<file path="config.mk">
export PLATFORM = sky130hd
export DESIGN_NAME = varint_codec_core
export DESIGN_NICKNAME = d
export VERILOG_FILES = /design/src/sv/vcc_pkg.sv /design/src/sv/vcc_front.sv /design/src/sv/vcc_queue.sv /design/src/sv/vcc_back.sv /design/src/sv/varint_codec_core.sv
export SDC_FILE = /design/constraint.sdc
export NUM_CORES = 1
export LEC_CHECK = 0
export ABC_AREA = 1
export BUFFER_PORTS_ARGS = -buffer_cell sky130_fd_sc_hd__buf_2
export CORE_ASPECT_RATIO = 1.1
export CORE_MARGIN = 3
export CORE_UTILIZATION = 45
export DETAILED_ROUTE_END_ITERATION = 7
export GPL_ROUTABILITY_DRIVEN = 0
export SLEW_MARGIN = 10
export SYNTH_ARGS = -nofsm -noshare
export SYNTH_HDL_FRONTEND = slang
export SYNTH_SLANG_ARGS = --single-unit
export TNS_END_PERCENT = 10
</file>
<file path="constraint.sdc">
create_clock -name clk -period 6.5 [get_ports clk]
set_input_delay 0.975 -clock clk [delete_from_list [all_inputs] [get_ports clk]]
set_output_delay 0.975 -clock clk [all_outputs]
set_load 0.01 [all_outputs]
</file>
<file path="src/sv/vcc_pkg.sv">
`default_nettype none
package vcc_pkg;

  localparam int MAX_BYTES   = 5;
  localparam int GROUP_BITS  = 7;
  localparam int VALUE_W     = 32;
  localparam int LEN_W       = 3;
  localparam int STATUS_W    = 2;
  localparam int QUEUE_DEPTH = 2;

  localparam logic OP_DECODE = 1'b0;
  localparam logic OP_ENCODE = 1'b1;

  localparam logic KIND_ENC = 1'b0;
  localparam logic KIND_DEC = 1'b1;

  localparam logic [STATUS_W-1:0] ST_OK         = 2'd0;
  localparam logic [STATUS_W-1:0] ST_TOO_LONG   = 2'd1;
  localparam logic [STATUS_W-1:0] ST_INCOMPLETE = 2'd2;

  localparam logic [7:0] CONT_BIT = 8'h80;

  typedef struct packed {
    logic                 enc;
    logic [VALUE_W-1:0]   data;
    logic [LEN_W-1:0]     len;
    logic [STATUS_W-1:0]  status;
  } vcc_entry_t;

endpackage
`default_nettype wire

</file>
<file path="src/sv/vcc_front.sv">
`default_nettype none
module vcc_front (
  input  logic                       clk,
  input  logic                       rst_n,
  input  logic                       in_valid,
  output logic                       in_ready,
  input  logic                       in_operation,
  input  logic [7:0]                 in_byte,
  input  logic                       in_buffer_end,
  input  logic signed [31:0]         in_value,
  input  logic                       q_ready,
  output logic                       push,
  output vcc_pkg::vcc_entry_t        push_entry
);
  import vcc_pkg::*;

  logic [VALUE_W-1:0] acc_r, acc_nxt;
  logic [LEN_W-1:0]   cnt_r, cnt_nxt;
  logic [VALUE_W-1:0] grp;
  logic [VALUE_W-1:0] acc_new;
  logic [6:0]         pay;
  logic               accept;

  assign in_ready = q_ready;
  assign accept   = in_valid && q_ready;
  assign pay      = in_byte[6:0];

  // place the 7-bit group by byte position, fifth byte keeps its low 4 bits
  always_comb begin
    case (cnt_r)
      3'd0:    grp = {25'b0, pay};
      3'd1:    grp = {18'b0, pay, 7'b0};
      3'd2:    grp = {11'b0, pay, 14'b0};
      3'd3:    grp = {4'b0, pay, 21'b0};
      default: grp = {pay[3:0], 28'b0};
    endcase
  end

  assign acc_new = acc_r | grp;

  always_comb begin
    acc_nxt    = acc_r;
    cnt_nxt    = cnt_r;
    push       = 1'b0;
    push_entry = '0;
    if (accept) begin
      if (in_operation == OP_ENCODE) begin
        push            = 1'b1;
        push_entry.enc  = 1'b1;
        push_entry.data = in_value;
      end else if ((in_byte & CONT_BIT) == 8'h00) begin
        push              = 1'b1;
        push_entry.data   = acc_new;
        push_entry.len    = cnt_r + 3'd1;
        push_entry.status = ST_OK;
        acc_nxt           = '0;
        cnt_nxt           = '0;
      end else if (cnt_r == LEN_W'(MAX_BYTES - 1)) begin
        push              = 1'b1;
        push_entry.status = ST_TOO_LONG;
        acc_nxt           = '0;
        cnt_nxt           = '0;
      end else if (in_buffer_end) begin
        push              = 1'b1;
        push_entry.status = ST_INCOMPLETE;
        acc_nxt           = '0;
        cnt_nxt           = '0;
      end else begin
        acc_nxt = acc_new;
        cnt_nxt = cnt_r + 3'd1;
      end
    end
  end

  always_ff @(posedge clk) begin
    if (!rst_n) begin
      acc_r <= '0;
      cnt_r <= '0;
    end else begin
      acc_r <= acc_nxt;
      cnt_r <= cnt_nxt;
    end
  end

endmodule
`default_nettype wire

</file>
<file path="src/sv/vcc_queue.sv">
`default_nettype none
module vcc_queue #(
  parameter int DEPTH = vcc_pkg::QUEUE_DEPTH
) (
  input  logic                clk,
  input  logic                rst_n,
  input  logic                push,
  input  vcc_pkg::vcc_entry_t push_entry,
  output logic                q_ready,
  input  logic                pop,
  output vcc_pkg::vcc_entry_t pop_entry,
  output logic                q_valid
);
  import vcc_pkg::*;

  localparam int PTR_W = (DEPTH > 1) ? $clog2(DEPTH) : 1;
  localparam int CNT_W = $clog2(DEPTH + 1);

  vcc_entry_t       mem [DEPTH];
  logic [PTR_W-1:0] wr_r, wr_nxt;
  logic [PTR_W-1:0] rd_r, rd_nxt;
  logic [CNT_W-1:0] cnt_r, cnt_nxt;
  logic             do_push;
  logic             do_pop;

  assign q_ready   = (cnt_r != CNT_W'(DEPTH));
  assign q_valid   = (cnt_r != '0);
  assign pop_entry = mem[rd_r];
  assign do_push   = push && q_ready;
  assign do_pop    = pop && q_valid;

  always_comb begin
    wr_nxt  = wr_r;
    rd_nxt  = rd_r;
    cnt_nxt = cnt_r;
    if (do_push) begin
      wr_nxt = (wr_r == PTR_W'(DEPTH - 1)) ? '0 : wr_r + 1'b1;
    end
    if (do_pop) begin
      rd_nxt = (rd_r == PTR_W'(DEPTH - 1)) ? '0 : rd_r + 1'b1;
    end
    if (do_push && !do_pop) begin
      cnt_nxt = cnt_r + 1'b1;
    end else if (do_pop && !do_push) begin
      cnt_nxt = cnt_r - 1'b1;
    end
  end

  always_ff @(posedge clk) begin
    if (do_push) begin
      mem[wr_r] <= push_entry;
    end
  end

  always_ff @(posedge clk) begin
    if (!rst_n) begin
      wr_r  <= '0;
      rd_r  <= '0;
      cnt_r <= '0;
    end else begin
      wr_r  <= wr_nxt;
      rd_r  <= rd_nxt;
      cnt_r <= cnt_nxt;
    end
  end

endmodule
`default_nettype wire

</file>
<file path="src/sv/vcc_back.sv">
`default_nettype none
module vcc_back (
  input  logic                clk,
  input  logic                rst_n,
  input  logic                q_valid,
  input  vcc_pkg::vcc_entry_t pop_entry,
  output logic                pop,
  output logic                out_valid,
  input  logic                out_ready,
  output logic                out_kind,
  output logic [7:0]          out_byte,
  output logic signed [31:0]  out_decoded_value,
  output logic [2:0]          out_byte_length,
  output logic [1:0]          out_status,
  output logic                out_last
);
  import vcc_pkg::*;

  logic               busy_r, busy_nxt;
  logic [VALUE_W-1:0] sh_r, sh_nxt;
  logic [LEN_W-1:0]   n_r, n_nxt;
  logic               vld_r, vld_nxt;
  logic               kind_r, kind_nxt;
  logic [7:0]         byte_r, byte_nxt;
  logic [VALUE_W-1:0] val_r, val_nxt;
  logic [LEN_W-1:0]   len_r, len_nxt;
  logic [STATUS_W-1:0] st_r, st_nxt;
  logic               last_r, last_nxt;

  logic               can_load;
  logic               emit;
  logic [VALUE_W-1:0] src;
  logic [VALUE_W-1:0] rest;
  logic [LEN_W-1:0]   n_cur;
  logic               last_b;

  assign can_load = !vld_r || out_ready;
  assign pop      = !busy_r && q_valid && can_load;
  assign src      = busy_r ? sh_r : pop_entry.data;
  assign n_cur    = busy_r ? n_r : '0;
  assign rest     = src >> GROUP_BITS;
  assign last_b   = (rest == '0) || (n_cur == LEN_W'(MAX_BYTES - 1));
  // emit an encoded byte from a running job or from a fresh encode entry
  assign emit     = can_load && (busy_r || (q_valid && pop_entry.enc));

  always_comb begin
    busy_nxt = busy_r;
    sh_nxt   = sh_r;
    n_nxt    = n_r;
    vld_nxt  = vld_r && !out_ready;
    kind_nxt = kind_r;
    byte_nxt = byte_r;
    val_nxt  = val_r;
    len_nxt  = len_r;
    st_nxt   = st_r;
    last_nxt = last_r;
    if (emit) begin
      vld_nxt  = 1'b1;
      kind_nxt = KIND_ENC;
      byte_nxt = {!last_b, src[6:0]};
      val_nxt  = '0;
      len_nxt  = '0;
      st_nxt   = ST_OK;
      last_nxt = last_b;
      sh_nxt   = rest;
      n_nxt    = n_cur + 3'd1;
      busy_nxt = !last_b;
    end else if (pop) begin
      vld_nxt  = 1'b1;
      kind_nxt = KIND_DEC;
      byte_nxt = '0;
      val_nxt  = pop_entry.data;
      len_nxt  = pop_entry.len;
      st_nxt   = pop_entry.status;
      last_nxt = 1'b0;
    end
  end

  always_ff @(posedge clk) begin
    if (!rst_n) begin
      busy_r <= 1'b0;
      vld_r  <= 1'b0;
    end else begin
      busy_r <= busy_nxt;
      vld_r  <= vld_nxt;
    end
    sh_r   <= sh_nxt;
    n_r    <= n_nxt;
    kind_r <= kind_nxt;
    byte_r <= byte_nxt;
    val_r  <= val_nxt;
    len_r  <= len_nxt;
    st_r   <= st_nxt;
    last_r <= last_nxt;
  end

  assign out_valid         = vld_r;
  assign out_kind          = kind_r;
  assign out_byte          = byte_r;
  assign out_decoded_value = val_r;
  assign out_byte_length   = len_r;
  assign out_status        = st_r;
  assign out_last          = last_r;

endmodule
`default_nettype wire

</file>
<file path="src/sv/varint_codec_core.sv">
// 32-bit LEB128 varint codec. A decode transfer carries one byte; a value
// appears after its final byte, or a too-long / incomplete status at the
// fifth continued byte or at a continued byte marked buffer end. An encode
// transfer carries one 32-bit value and yields one to five bytes (ceil of
// significant bits / 7, at least one), one per cycle from the output register
// while out_ready holds. A queue of QUEUE_DEPTH entries sits between the front
// end and the byte emitter; the front end stalls only when that queue is full,
// and a decode byte that ends neither a value nor an error never enters it.
`default_nettype none
module varint_codec_core #(
  parameter int QUEUE_DEPTH = vcc_pkg::QUEUE_DEPTH
) (
  input  logic               clk,
  input  logic               rst_n,
  input  logic               in_valid,
  output logic               in_ready,
  input  logic               in_operation,
  input  logic [7:0]         in_byte,
  input  logic               in_buffer_end,
  input  logic signed [31:0] in_value,
  output logic               out_valid,
  input  logic               out_ready,
  output logic               out_kind,
  output logic [7:0]         out_byte,
  output logic signed [31:0] out_decoded_value,
  output logic [2:0]         out_byte_length,
  output logic [1:0]         out_status,
  output logic               out_last
);
  import vcc_pkg::*;

  logic       q_ready;
  logic       q_valid;
  logic       push;
  logic       pop;
  vcc_entry_t push_entry;
  vcc_entry_t pop_entry;

  vcc_front u_front (
    .clk           (clk),
    .rst_n         (rst_n),
    .in_valid      (in_valid),
    .in_ready      (in_ready),
    .in_operation  (in_operation),
    .in_byte       (in_byte),
    .in_buffer_end (in_buffer_end),
    .in_value      (in_value),
    .q_ready       (q_ready),
    .push          (push),
    .push_entry    (push_entry)
  );

  vcc_queue #(
    .DEPTH (QUEUE_DEPTH)
  ) u_queue (
    .clk        (clk),
    .rst_n      (rst_n),
    .push       (push),
    .push_entry (push_entry),
    .q_ready    (q_ready),
    .pop        (pop),
    .pop_entry  (pop_entry),
    .q_valid    (q_valid)
  );

  vcc_back u_back (
    .clk               (clk),
    .rst_n             (rst_n),
    .q_valid           (q_valid),
    .pop_entry         (pop_entry),
    .pop               (pop),
    .out_valid         (out_valid),
    .out_ready         (out_ready),
    .out_kind          (out_kind),
    .out_byte          (out_byte),
    .out_decoded_value (out_decoded_value),
    .out_byte_length   (out_byte_length),
    .out_status        (out_status),
    .out_last          (out_last)
  );

  a_last_only_enc: assert property (@(posedge clk) disable iff (!rst_n)
    out_valid && out_last |-> out_kind == KIND_ENC)
    else $error("last flag on a decode result");

  a_cont_bit: assert property (@(posedge clk) disable iff (!rst_n)
    out_valid && out_kind == KIND_ENC |-> out_byte[7] == !out_last)
    else $error("continuation bit disagrees with last flag");

  a_ok_len: assert property (@(posedge clk) disable iff (!rst_n)
    out_valid && out_kind == KIND_DEC && out_status == ST_OK
    |-> out_byte_length != 3'd0 && out_byte_length <= 3'(MAX_BYTES))
    else $error("decoded length out of range");

  a_err_clear: assert property (@(posedge clk) disable iff (!rst_n)
    out_valid && out_kind == KIND_DEC && out_status != ST_OK
    |-> out_byte_length == 3'd0 && out_decoded_value == 32'sd0)
    else $error("error result carries data");

endmodule
`default_nettype wire
</file>
======== After elaboration in Yosys (flattened, before gate mapping) ========
Memory sizes are Yosys's and may differ from the RTL's. A register that Yosys moved wholly into a read port is not among the register bits.
Index checks and enable logic that the tools add are counted.
cells by class
  $add $sub $neg .......................... 6
  bitwise operators ....................... 2
  mux-type cells .......................... 36
  equal/unequal tests ..................... 6
  reduce and logical (&&, ||, !) cells .... 26
operators with widths
  kind                 number
  $mux 32              5
  $pmux 32 s4          1
  $mux 38              1
  $mux 35              1
  $logic_not 32->1     1
  $or 32x32->32        1
  $mux 1               16
  $mux 8               2
  $mux 3               4
  $logic_and 1x1->1    10
  $mux 2               5
  $logic_not 8->1      1
  $add 3x1->3 const B  2
  $eq 3x2->1 const B   2
  $eq 3x3->1 const B   2
  $logic_not 1->1      6
  $reduce_bool 2->1    3
  $mux 5               1
  $eq 3x1->1 const B   1
  $logic_not 3->1      1
  $logic_or 1x1->1     3
  $add 1x1->1 const B  2
  $add 2x1->2 const B  1
  $ne 2x2->1 const B   1
  other kinds (3)      3
storage, ports and cells
  word-level logic and storage cells ...... 92
  output and inout port bits .............. 49
  memories ................................ 1
  bits in registers ....................... 116
  memory bits (writable) .................. 76
  bits of input ports ..................... 46
memory list
  name         depth  bits a word  rd ports  clocked after Yosys merged registers in  wr ports  RTL line         source
  u_queue.mem  2      38           1         1                                        1         vcc_queue.sv:19  vcc_entry_t mem [DEPTH];

======== Logic depth before layout (Yosys ltp) ========
Gate-level depths: netlist of run 1.
  word-level depth ........................ 10
  gate-level depth with buffers ........... 13

======== Cells and area by module ========
A second synthesis of run 1 with hierarchy kept.
unflattened totals
  cells, all modules ...................... 832
  area, all modules ....................... 8328.0 um2
by module, submodules not included
  module     cells each  instances  area an instance (um2)
  vcc_back   345         1          3133.0
  vcc_queue  155         1          3064.2
  vcc_front  332         1          2130.8

======== Least setup slack after synthesis of run 1 ========
Ideal clock, no wire load.
  kind .................................... in2reg
  from .................................... input in_byte[7]
  to ...................................... memory u_queue.mem[1][0] (netlist name), enable pin
  arrival ................................. 3056 ps
  cell stages on the path ................. 7
  setup slack ............................. 3010 ps
  data required time ...................... 6065 ps
  path buffers ............................ 0
  cell sequence ........................... nand2_1 > nor2_1 > inv_1 > nor2_1 > nor2_1 > inv_1 > nor2_1
on the way
  cells in the longest elaborated chain, start to end .. 7
RTL lines
  what                          RTL line                 source
  start: declaration            varint_codec_core.sv:18  input logic [7:0] in_byte,
  $logic_not 8->1               vcc_front.sv:51          end else if ((in_byte & CONT_BIT) == 8'h00) begin
  $mux 1                        vcc_front.sv:51
  $mux 1                        vcc_front.sv:47          if (in_operation == OP_ENCODE) begin
  $mux 1                        vcc_front.sv:46          if (accept) begin
  $logic_and 1x1->1             vcc_queue.sv:29          assign do_push = push && q_ready;
  via u_queue.do_push           vcc_queue.sv:23          logic do_push;
  $mux 1                        vcc_queue.sv:50          if (do_push) begin
  $mux 1 (implied by the code)  vcc_queue.sv:51          mem[wr_r] <= push_entry;
  end: declaration              vcc_queue.sv:19
The timed path passes the listed nets, and every way through them passes these cells.

======== Worst setup path in the final report of run 1 ========
  from .................................... register u_back.busy_r
  to ...................................... register u_back.byte_r[6] (netlist: u_back.out_byte[6]), data pin
on the way
  cells in the longest elaborated chain, start to end .. 3
RTL lines
  what                      RTL line        source
  start: declaration        vcc_back.sv:19  logic busy_r, busy_nxt;
  start signal: assignment  vcc_back.sv:84  busy_r <= busy_nxt;
  $logic_or 1x1->1          vcc_back.sv:44  assign emit = can_load && (busy_r || (q_valid && pop_entry.enc));
  $logic_and 1x1->1         vcc_back.sv:44
  $mux 8 (*)                vcc_back.sv:57  if (emit) begin
  end signal: assignment    vcc_back.sv:90  byte_r <= byte_nxt;
  end: declaration          vcc_back.sv:24  logic [7:0] byte_r, byte_nxt;
Mark *: on every way between the ends. The rest lies on a longest branch, timed or not.
A chain may end at the register's enable or synchronous reset.

==> results of run 1 <==
==> routing by layer <==
metal	up-vias	routed length, um
met3	31	1120
met4	0	394
li1	2940	-
met2	195	8810
met5	-	0
met1	2841	9160
==> cell families after synthesis <==
family	synth area share, %
AO/OA/AOI/OAI	15.1
XOR/XNOR	0.216
adder cells (fa/ha/maj)	1.23
buffers and inverters	6.61
flip-flops	61.5
AND/OR/NAND/NOR	15.4
==> placed cells by master, fill, tap and decap left out, types with 3 or more instances in the layout <==
master      instances
dfxtp_1            79
nor2_1             21
ha_1                8
nand3_1            32
a32o_1             24
inv_2               6
o21bai_1           21
a31oi_1            21
clkinvlp_4          6
or2_2               9
clkbuf_16          17
o21a_1             24
nand2_1           222
buf_2              94
a22oi_1             3
edfxtp_1          113
nor2_4              5
buf_4               4
a21oi_1            70
o21ai_0            25
or2_0              11
inv_1              73
==> layout make-up <==
cell class                 instances  area (sq um)  area share, %
tap                              234           293           3.16
clock inverter                    13           113           1.22
multi-input combinational        504          2620           28.3
clock buffer                      19           433           4.68
inverter                          80           300           3.24
sequential                       193          5000           54.0
timing repair buffer              98           500           5.41
==> cells in the mapped netlist <==
master and number:
xnor2_1 1, a21oi_1 70, or2_1 1, o21bai_1 21, a22oi_1 3, inv_2 6, o21a_1 24, edfxtp_1 113
o31ai_1 1, buf_6 1, buf_4 8, and2_1 1, dfxtp_1 80, clkbuf_1 16, nor2_4 2, nand3_1 32
a32o_1 24, clkinv_1 1, or2_2 9, inv_1 73, buf_2 21, ha_1 8, a31oi_1 21, o21ai_0 25
nand2_1 222, nor3_1 1, nor2_1 25, a2bb2oi_1 1, xor2_1 1, or2_0 11
==> power by group <==
group | switching [mW] | total, mW | internal, mW | leakage [nW]
clock | 0.452 | 0.978 | 0.526 | 0.244
combinational | 0.935 | 1.39 | 0.460 | 1.73
sequential | 0.119 | 1.82 | 1.70 | 1.74
==> sequential cells by signal, summed over array words and instances (netlist names), named ones only <==
signal	cells
u_back.out_status	2
u_queue.rd_r	1
u_front.cnt_r	3
u_back.busy_r	1
u_queue.mem	76
u_back.out_last	1
u_back.n_r	3
u_front.acc_r	32
u_queue.wr_r	1
u_back.out_kind	1
u_back.out_byte_length	3
u_back.out_byte	8
u_back.out_decoded_value	32
u_back.sh_r	25
u_queue.cnt_r	2
u_back.out_valid	1
==> stage by stage <==
| stage | hold slack (ns) | area (sq um) | setup WS (ns) | cells | util, % |
|---|---|---|---|---|---|
| after CTS | 0.460 | 9260 | 2.80 | 1141 | 53.2 |
| after global routing | 0.476 | 9260 | 2.38 | 1141 | 53.2 |
| after global placement | 0.430 | 8710 | 3.04 | 1109 | 50.1 |
| after floorplan | 0.426 | 8130 | 3.01 | 823 | - |
| after detailed placement | 0.449 | 8710 | 2.80 | 1109 | 50.1 |
| final | 0.458 | 9260 | 2.84 | 1141 | 53.2 |
==> final timing paths <==
check | start | endpoint | slack, ns | cells past startpoint
worst min-delay path | u_front.acc_r[13]$_SDFFE_PN0P_ | u_front.acc_r[13]$_SDFFE_PN0P_ | 0.46 | 2
worst max register to register | u_back.busy_r$_SDFFE_PN0P_ | u_back.out_byte[6]$_SDFFCE_PN0P_ | 2.84 | 6
worst max-delay path | u_back.busy_r$_SDFFE_PN0P_ | u_back.out_byte[6]$_SDFFCE_PN0P_ | 2.84 | 6
worst min register to register | u_front.acc_r[13]$_SDFFE_PN0P_ | u_front.acc_r[13]$_SDFFE_PN0P_ | 0.46 | 2
==> worst min-delay path, cell delays in order (launching register included) <==
cell and delay (ns):
dfxtp_1 0.31, nand2_1 0.05, a21oi_1 0.06
==> reports/metrics.cfg, run 1 <==
[critical_path]
cp-start-kind=register
slowest_stage=a31oi_1
critical_path_class=register to register
cpPeakStageDelay_ns=0.87
cp-end-kind=register
cp_common_cell=inv_2
crit_fanout=52
path_delay_family=buffers and inverters
path_cells=inv_2 > a31oi_1 > and2_2 > buf_4 > inv_2 > a21oi_1
worst_ep_required_time_ns=6.77
crit_arrival_ns=3.93
crit_buf_inv=3

[global_route]
grt-ovfl-total=0
grt_util_met2_pct=31.2
grt_max_degree=67
grt_pass1_wl_um=30800
met3_usage_pct=4.35
grt_use_total_pct=20.1
grt_pass1_vias=5716
use_met1_pct=28.6
busiest_layer=met2
antenna_found_initial=0

[die]
die_w_um=134
coreArea_sq_um=17400
die_y_um=147
start_util_pct=46.7
dieArea_sq_um=19700
rows=50
ios=95

[final_layout]
diodes=0
area_growth_syn_to_layout_pct=13.9
finalNetCount=948
drive_gt1_share_pct=16.6
fillers=1608

[cts]
clock_sinks=193
numCtsBuffers=17
cts_resized=0
clock_latency_ns=0.43
ctsRootBufferMaster=clkbuf_16
h-tree-depth=4
ctsLongestPathBuffers=2
cts_tree=built
cts-hold-fix-buffers=0
postCtsSetupBuffers=0
path_clk_slew_ns=0.07

[route]
drc=0
vias=6007
dr.pass1.iters=5
final_antenna_net_count=0
drt_wl_total_um=19500
wl_per_cell_um=17.1
avgViaCountPerCell=5.26
dr.first_iter.drc_count=464

[flow_run]
cap_viol_max_count=0

[sta]
setup_viol=0
final_max_slew_viol_count=0
finalHoldViolCount=0
fmax_mhz=273
skew_ns=0.00715
setup-tns-final_ns=0
relSlewSlack_pct=25.2
finalCriticalPeriod_ns=3.66
period_share_pct=56.3
rsz0062_at_grt=false
worstMarginPinSlew_ns=1.12

[pwr]
power_mw=4.19
vdd_ir_drop_max_mv=0.294
p_leak_nw=3.71
powerDensity_nw_per_um2=453

[yosys]
syn_inst=823
netlist_area_sq_um=8130
yosys_warnings=0
yosysTopAreaCell=edfxtp_1
ys_ff_latch=193
synth_top_cells_by_area=edfxtp_1, dfxtp_1, nand2_1
synth_fp_nets=877
yosysSeqAreaShare_pct=61.5
synth_cell_types=30
syn_avg_cell_area_sq_um=9.87
synth_top_area_share_pct=41.8

[placement]
dpl.hpwl_um=13600
io_buffer_count=94

[hold_path]
min_path_type=register to register

[outcome]
outcome=finished, final reports clean

(Power assumes the default switching activity.)
==> run 2: changes to the inputs <==
- PLACE_DENSITY: not set -> 0.67
- clock period: 6.5 -> 3.3 ns (I/O delays scaled with it)
==> reports/metrics.cfg, run 2 (synthesis results as in run 1) <==
[outcome]
outcome=finished, final reports clean  ; unchanged

[final_layout]
final_util_pct=54.2  ; was 53.2%
finalNetCount=957  ; was 948
instances_no_fill=1150  ; was 1,141
largest-register=u_queue.mem  ; unchanged
fillers=1604  ; was 1,608
design_area_sq_um=9430  ; was 9260 sq um
final_cell_mix=nand2_1, edfxtp_1, buf_2, dfxtp_1, inv_1  ; unchanged
diodes=0  ; unchanged
largest_reg_flops=76  ; unchanged
area_growth_syn_to_layout_pct=16.1  ; was 13.9%
final_common_cell=nand2_1  ; unchanged
drive_gt1_share_pct=17.4  ; was 16.6%

[die]
die_y_um=147  ; unchanged
coreArea_sq_um=17400  ; unchanged
ios=95  ; unchanged
start_util_pct=46.7  ; unchanged
die_w_um=134  ; unchanged
dieArea_sq_um=19700  ; unchanged
rows=50  ; unchanged

[global_route]
grt-ovfl-total=0  ; unchanged
grt_max_degree=66  ; was 67
antenna_found_initial=0  ; unchanged
grt_pass1_vias=5670  ; was 5,716
grt_use_total_pct=19.9  ; was 20.1%
grt_pass1_wl_um=30400  ; was 30,800 um

[sta]
finalHoldViolCount=0  ; unchanged
finalCriticalPeriod_ns=2.46  ; was 3.66 ns
worstMarginPinSlew_ns=0.662  ; was 1.12 ns
setup-tns-final_ns=0  ; unchanged
final_max_slew_viol_count=0  ; unchanged
relSlewSlack_pct=55.9  ; was 25.2%
skew_ns=0.00873  ; was 0.00715 ns
rsz0062_at_grt=false  ; unchanged
setup_viol=0  ; unchanged
period_share_pct=74.6  ; was 56.3%
fmax_mhz=406  ; was 273 MHz

[route]
final_antenna_net_count=0  ; unchanged
drc=0  ; unchanged
dr.first_iter.drc_count=448  ; was 464
vias=6002  ; was 6,007
drt_wl_total_um=19400  ; was 19,500 um
dr.pass1.iters=5  ; unchanged
wl_per_cell_um=16.8  ; was 17.1 um
avgViaCountPerCell=5.22  ; was 5.26

[placement]
dpl_cell_area_sq_um=8830  ; was 8710 sq um
io_buffer_count=94  ; unchanged
place_inst=1118  ; was 1,109
dpl.hpwl_um=13600  ; about the same

[cts]
clock_latency_ns=0.43  ; about the same
postCtsSetupBuffers=0  ; unchanged
path_clk_slew_ns=0.07  ; about the same
ctsRootBufferMaster=clkbuf_16  ; unchanged
cts-hold-fix-buffers=0  ; unchanged
numCtsBuffers=17  ; unchanged
clock_sinks=193  ; unchanged
cts_tree=built  ; unchanged
cts_resized=0  ; unchanged
ctsLongestPathBuffers=2  ; unchanged
h-tree-depth=4  ; unchanged

[hold_path]
min_path_type=input pin to register  ; was register to register

[critical_path]
crit_fanout=21  ; was 52
path_cells=inv_1 > ha_1 > nand2_1 > nand2_1 > nor2_1 > inv_1 > nor2_1 > nor2_1 > inv_1 > nor2_4 > buf_12  ; was inv_2 > a31oi_1 > and2_2 > buf_4 > inv_2 > a21oi_1
critical_path_class=register to register  ; unchanged
cpPeakStageDelay_ns=0.49  ; was 0.87 ns
cp-start-kind=register  ; unchanged
cp-end-kind=register  ; unchanged
worst_ep_required_time_ns=3.44  ; was 6.77 ns
slowest_stage=nor2_4  ; was a31oi_1
crit_arrival_ns=2.60  ; was 3.93 ns

[pwr]
vdd_ir_drop_max_mv=0.484  ; was 0.294 mV
powerDensity_nw_per_um2=907  ; was 453 nW/um^2
p_leak_nw=3.81  ; was 3.71 nW

[flow_run]
cap_viol_max_count=0  ; unchanged

==> run 2: cell type report <==
| type | instances | area, sq um | area share, % |
|---|---|---|---|
| Sequential cell | 193 | 4990 | 53.0 |
| Multi-Input combinational cell | 504 | 2620 | 27.8 |
| Timing Repair Buffer | 107 | 618 | 6.55 |
| Clock buffer | 20 | 479 | 5.08 |
| Inverter | 80 | 300 | 3.18 |
| Tap cell | 234 | 293 | 3.10 |
| Clock inverter | 12 | 128 | 1.35 |
==> run 2: metrics by stage <==
step / hold WS [ns] / total power, mW / setup WS [ns]
after floorplan: 0.426 / 5.57 / 0.116
after global placement: 0.438 / 6.45 / 0.919
after detailed placement: 0.448 / 6.52 / 0.853
after CTS: 0.386 / 8.62 / 0.837
after global routing: 0.397 / 9.09 / 0.607
final: 0.403 / 8.55 / 0.838
==> run 2: critical path, delay by kind of cell (launching register included) <==
| family | cells | cell delay [ns] |
|---|---|---|
| buffers and inverters | 4 | 0.63 |
| adders and majority gates | 1 | 0.20 |
| and+or+nand+nor | 6 | 0.95 |
| DFF | 1 | 0.35 |
==> run 2: path summary, 6_finish.rpt <==
kind | from | slack (ns) | cells after the start | endpoint
setup / recovery | u_front.cnt_r[0]$_SDFFE_PN0P_ | 0.84 | 11 | u_queue.mem[0][31]$_DFFE_PP_
setup reg to reg | u_front.cnt_r[0]$_SDFFE_PN0P_ | 0.84 | 11 | u_queue.mem[0][31]$_DFFE_PP_
hold reg to reg | u_front.acc_r[12]$_SDFFE_PN0P_ | 0.46 | 2 | u_front.acc_r[12]$_SDFFE_PN0P_
hold / removal | in_value[19] | 0.40 | 2 | u_queue.mem[0][24]$_DFFE_PP_
==> run 2: per-layer routing <==
layer | up-vias | global-route usage, % | routed length (um)
met4 | 0 | 6.92 | 440
met2 | 207 | 30.8 | 8860
li1 | 2952 | - | -
met5 | - | 0 | 0
met3 | 34 | 4.35 | 1290
met1 | 2809 | 28.0 | 8760
==> run 2: report_power, final <==
| part | switching (mW) | total, mW | internal (mW) |
|---|---|---|---|
| Clock | 0.896 | 2.10 | 1.21 |
| Sequential | 0.248 | 3.59 | 3.34 |
| Combinational | 1.87 | 2.86 | 0.982 |
| Total | 3.02 | 8.55 | 5.53 |
==> run 3: changes to the inputs <==
- clock period: 3.3 -> 2.05 ns (I/O delays scaled with it)
==> reports/metrics.cfg, run 3 (synthesis results as in run 1) <==
[placement]
io_buffer_count=94  ; unchanged
dp_slack_ns=0.0701  ; was 0.853 ns
dpl.hpwl_um=13600  ; about the same

[pwr]
p_comb_share_pct=35.2  ; was 33.4%
powerDensity_nw_per_um2=1450  ; was 907 nW/um^2
intPower_mw=9.03  ; was 5.53 mW
vdd_ir_drop_max_mv=0.657  ; was 0.484 mV
p_sw_mw=4.97  ; was 3.02 mW
p_leak_nw=3.92  ; was 3.81 nW
p_seq_share_pct=40.9  ; was 42.0%
p_sw_share_pct=35.5  ; was 35.3%
power_mw=14.0  ; was 8.55 mW
clockPowerShare_pct=23.9  ; was 24.6%

[critical_path]
crit_arrival_ns=2.21  ; was 2.60 ns
r2r_setup_slack_ns=0.15  ; was 0.84 ns
critical_path_class=register to register  ; unchanged
path_cells=inv_2 > ha_4 > nand2_2 > nand2_1 > nor2_1 > inv_1 > nor2_1 > nor2_2 > ha_4 > a21oi_1 > o21ai_1 > o21ai_1 > a21oi_1  ; was inv_1 > ha_1 > nand2_1 > nand2_1 > nor2_1 > inv_1 > nor2_1 > nor2_1 > inv_1 > nor2_4 > buf_12
slowest_stage=dfxtp_2  ; was nor2_4
cp-end-kind=register  ; unchanged
timing.rr.end=u_queue.cnt_r[1]$_SDFFE_PN0P_  ; was u_queue.mem[0][31]$_DFFE_PP_
reg2reg_depth=13  ; was 11
crit_fanout=4  ; was 21
cp-start-kind=register  ; unchanged
r2r_start=u_front.cnt_r[0]$_SDFFE_PN0P_  ; unchanged
cpPeakStageDelay_ns=0.34  ; was 0.49 ns
worst_ep_required_time_ns=2.36  ; was 3.44 ns

[die]
ios=95  ; unchanged
dieArea_sq_um=19700  ; unchanged
coreArea_sq_um=17400  ; unchanged
die_w_um=134  ; unchanged
start_util_pct=46.7  ; unchanged
die_y_um=147  ; unchanged
rows=50  ; unchanged

[global_route]
antenna_found_initial=0  ; unchanged
met3_usage_pct=3.63  ; was 4.35%
grt-ovfl-total=0  ; unchanged
grt_util_met2_pct=31.0  ; was 30.8%
grt_pass1_wl_um=30400  ; about the same
grt_use_total_pct=20.0  ; was 19.9%
busiest_layer=met2  ; unchanged
grt_pass1_vias=5667  ; was 5,670
use_met1_pct=28.3  ; was 28.0%
grt_max_degree=66  ; unchanged

[cts]
clock_latency_ns=0.43  ; about the same
numCtsBuffers=17  ; unchanged
ctsLongestPathBuffers=2  ; unchanged
path_clk_slew_ns=0.07  ; about the same
cts_tree=built  ; unchanged
h-tree-depth=4  ; unchanged
clock_sinks=193  ; unchanged
ctsRootBufferMaster=clkbuf_16  ; unchanged
postCtsSetupBuffers=0  ; unchanged

[sta]
skew_ns=0.00977  ; was 0.00873 ns
worstMarginPinSlew_ns=0.544  ; was 0.662 ns
fmax_mhz=527  ; was 406 MHz
timing.final.ws_setup_ns=0.151  ; was 0.838 ns
relSlewSlack_pct=63.7  ; was 55.9%
final_max_slew_viol_count=0  ; unchanged
finalCriticalPeriod_ns=1.90  ; was 2.46 ns
setup_viol=0  ; unchanged
period_share_pct=92.6  ; was 74.6%
finalHoldViolCount=0  ; unchanged

[hold_path]
holdPathStages=2  ; unchanged
min_to=u_queue.mem[0][24]$_DFFE_PP_  ; unchanged
min_path_type=input pin to register  ; unchanged
min_from=in_value[19]  ; unchanged

[route]
dr.first_iter.drc_count=457  ; was 448
avgViaCountPerCell=5.16  ; was 5.22
dr.pass1.iters=7  ; was 5
wl_per_cell_um=16.3  ; was 16.8 um
drc=0  ; unchanged
vias=6034  ; was 6,002
final_antenna_net_count=0  ; unchanged
drt_wl_total_um=19100  ; was 19,400 um

[final_layout]
final_cell_mix=nand2_1, edfxtp_1, buf_2, dfxtp_1  ; was nand2_1, edfxtp_1, buf_2, dfxtp_1, inv_1
drive_gt1_share_pct=20.3  ; was 17.4%
fillers=1556  ; was 1,604
seqCellArea_sq_um=5000  ; was 4990 sq um
diodes=0  ; unchanged
area_growth_syn_to_layout_pct=18.8  ; was 16.1%
final_common_cell=nand2_1  ; unchanged
finalNetCount=977  ; was 957
largest-register=u_queue.mem  ; unchanged
largest_reg_flops=76  ; unchanged
multi_input_area_sq_um=2660  ; was 2620 sq um

[outcome]
outcome=finished, final reports clean  ; unchanged

[flow_run]
cap_viol_max_count=0  ; unchanged

run 3: worst max path at each step:
stage	from	to	slack (ns)	depth (start not counted)
floorplan	u_front.cnt_r[0]$_SDFFE_PN0P_	u_queue.mem[1][0]$_DFFE_PP_	-0.05	10
global placement	u_front.cnt_r[0]$_SDFFE_PN0P_	u_queue.cnt_r[1]$_SDFFE_PN0P_	0.12	13
detailed placement	u_front.cnt_r[0]$_SDFFE_PN0P_	u_queue.cnt_r[1]$_SDFFE_PN0P_	0.07	13
CTS	u_front.cnt_r[0]$_SDFFE_PN0P_	u_queue.cnt_r[1]$_SDFFE_PN0P_	0.04	13
global route	u_front.cnt_r[0]$_SDFFE_PN0P_	u_queue.cnt_r[1]$_SDFFE_PN0P_	-0.006	13
finish	u_front.cnt_r[0]$_SDFFE_PN0P_	u_queue.cnt_r[1]$_SDFFE_PN0P_	0.15	13
run 3: area by class of cell:
type                    instances  share of cell area [%]
flip-flops and latches        193                    51.8
well taps                     234                    3.03
clock inverters                15                    1.78
multi-input cells             504                    27.5
repair buffers                127                    8.35
inverters                      80                    3.11
clock buffers                  17                    4.41
run 3: power groups by stage:
| stage | logic, mW | registers [mW] | clock network (mW) |
|---|---|---|---|
| 6_report | 4.94 | 5.73 | 3.34 |
| 5_1_grt | 5.52 | 5.83 | 3.59 |
| 4_1_cts | 4.94 | 5.73 | 3.40 |
| 3_5_place_dp | 4.92 | 5.81 | 0 |
| 3_3_place_gp | 4.85 | 5.80 | 0 |
| 2_1_floorplan | 3.01 | 5.97 | 0 |
run 3: repair_timing:
item                                    in CTS  in global routing
hold buffers                                 0                  0
endpoints found under the setup margin       0                 69
gates resized for setup                      0                  4
run 3: stage by stage:
stage / setup TNS (ns) / cell area (sq um) / hold slack [ns] / util (%) / std cells
after detailed placement: 0 / 9040 / 0.447 / 52.0 / 1138
after CTS: 0 / 9630 / 0.185 / 55.4 / 1170
final: 0 / 9650 / 0.203 / 55.5 / 1170
after global routing: -0.00631 / 9650 / 0.211 / 55.5 / 1170
after floorplan: -2.91 / 8160 / 0.426 / - / 823
after global placement: 0 / 9040 / 0.438 / 52.0 / 1138
run 3: per-layer routing:
layer | vias up | wire, um
met5 | - | 0
met4 | 0 | 337
met3 | 26 | 1100
met2 | 195 | 8960
met1 | 2815 | 8720
li1 | 2998 | -
run 3: critical path, delay by kind of cell, from the launching register on:
| kind | cells | cell delay [ns] |
|---|---|---|
| buffers and inverters | 2 | 0.15 |
| AOI/OAI and AO/OA | 4 | 0.41 |
| adders and majority gates | 2 | 0.39 |
| and+or+nand+nor | 5 | 0.48 |
| DFF | 1 | 0.34 |
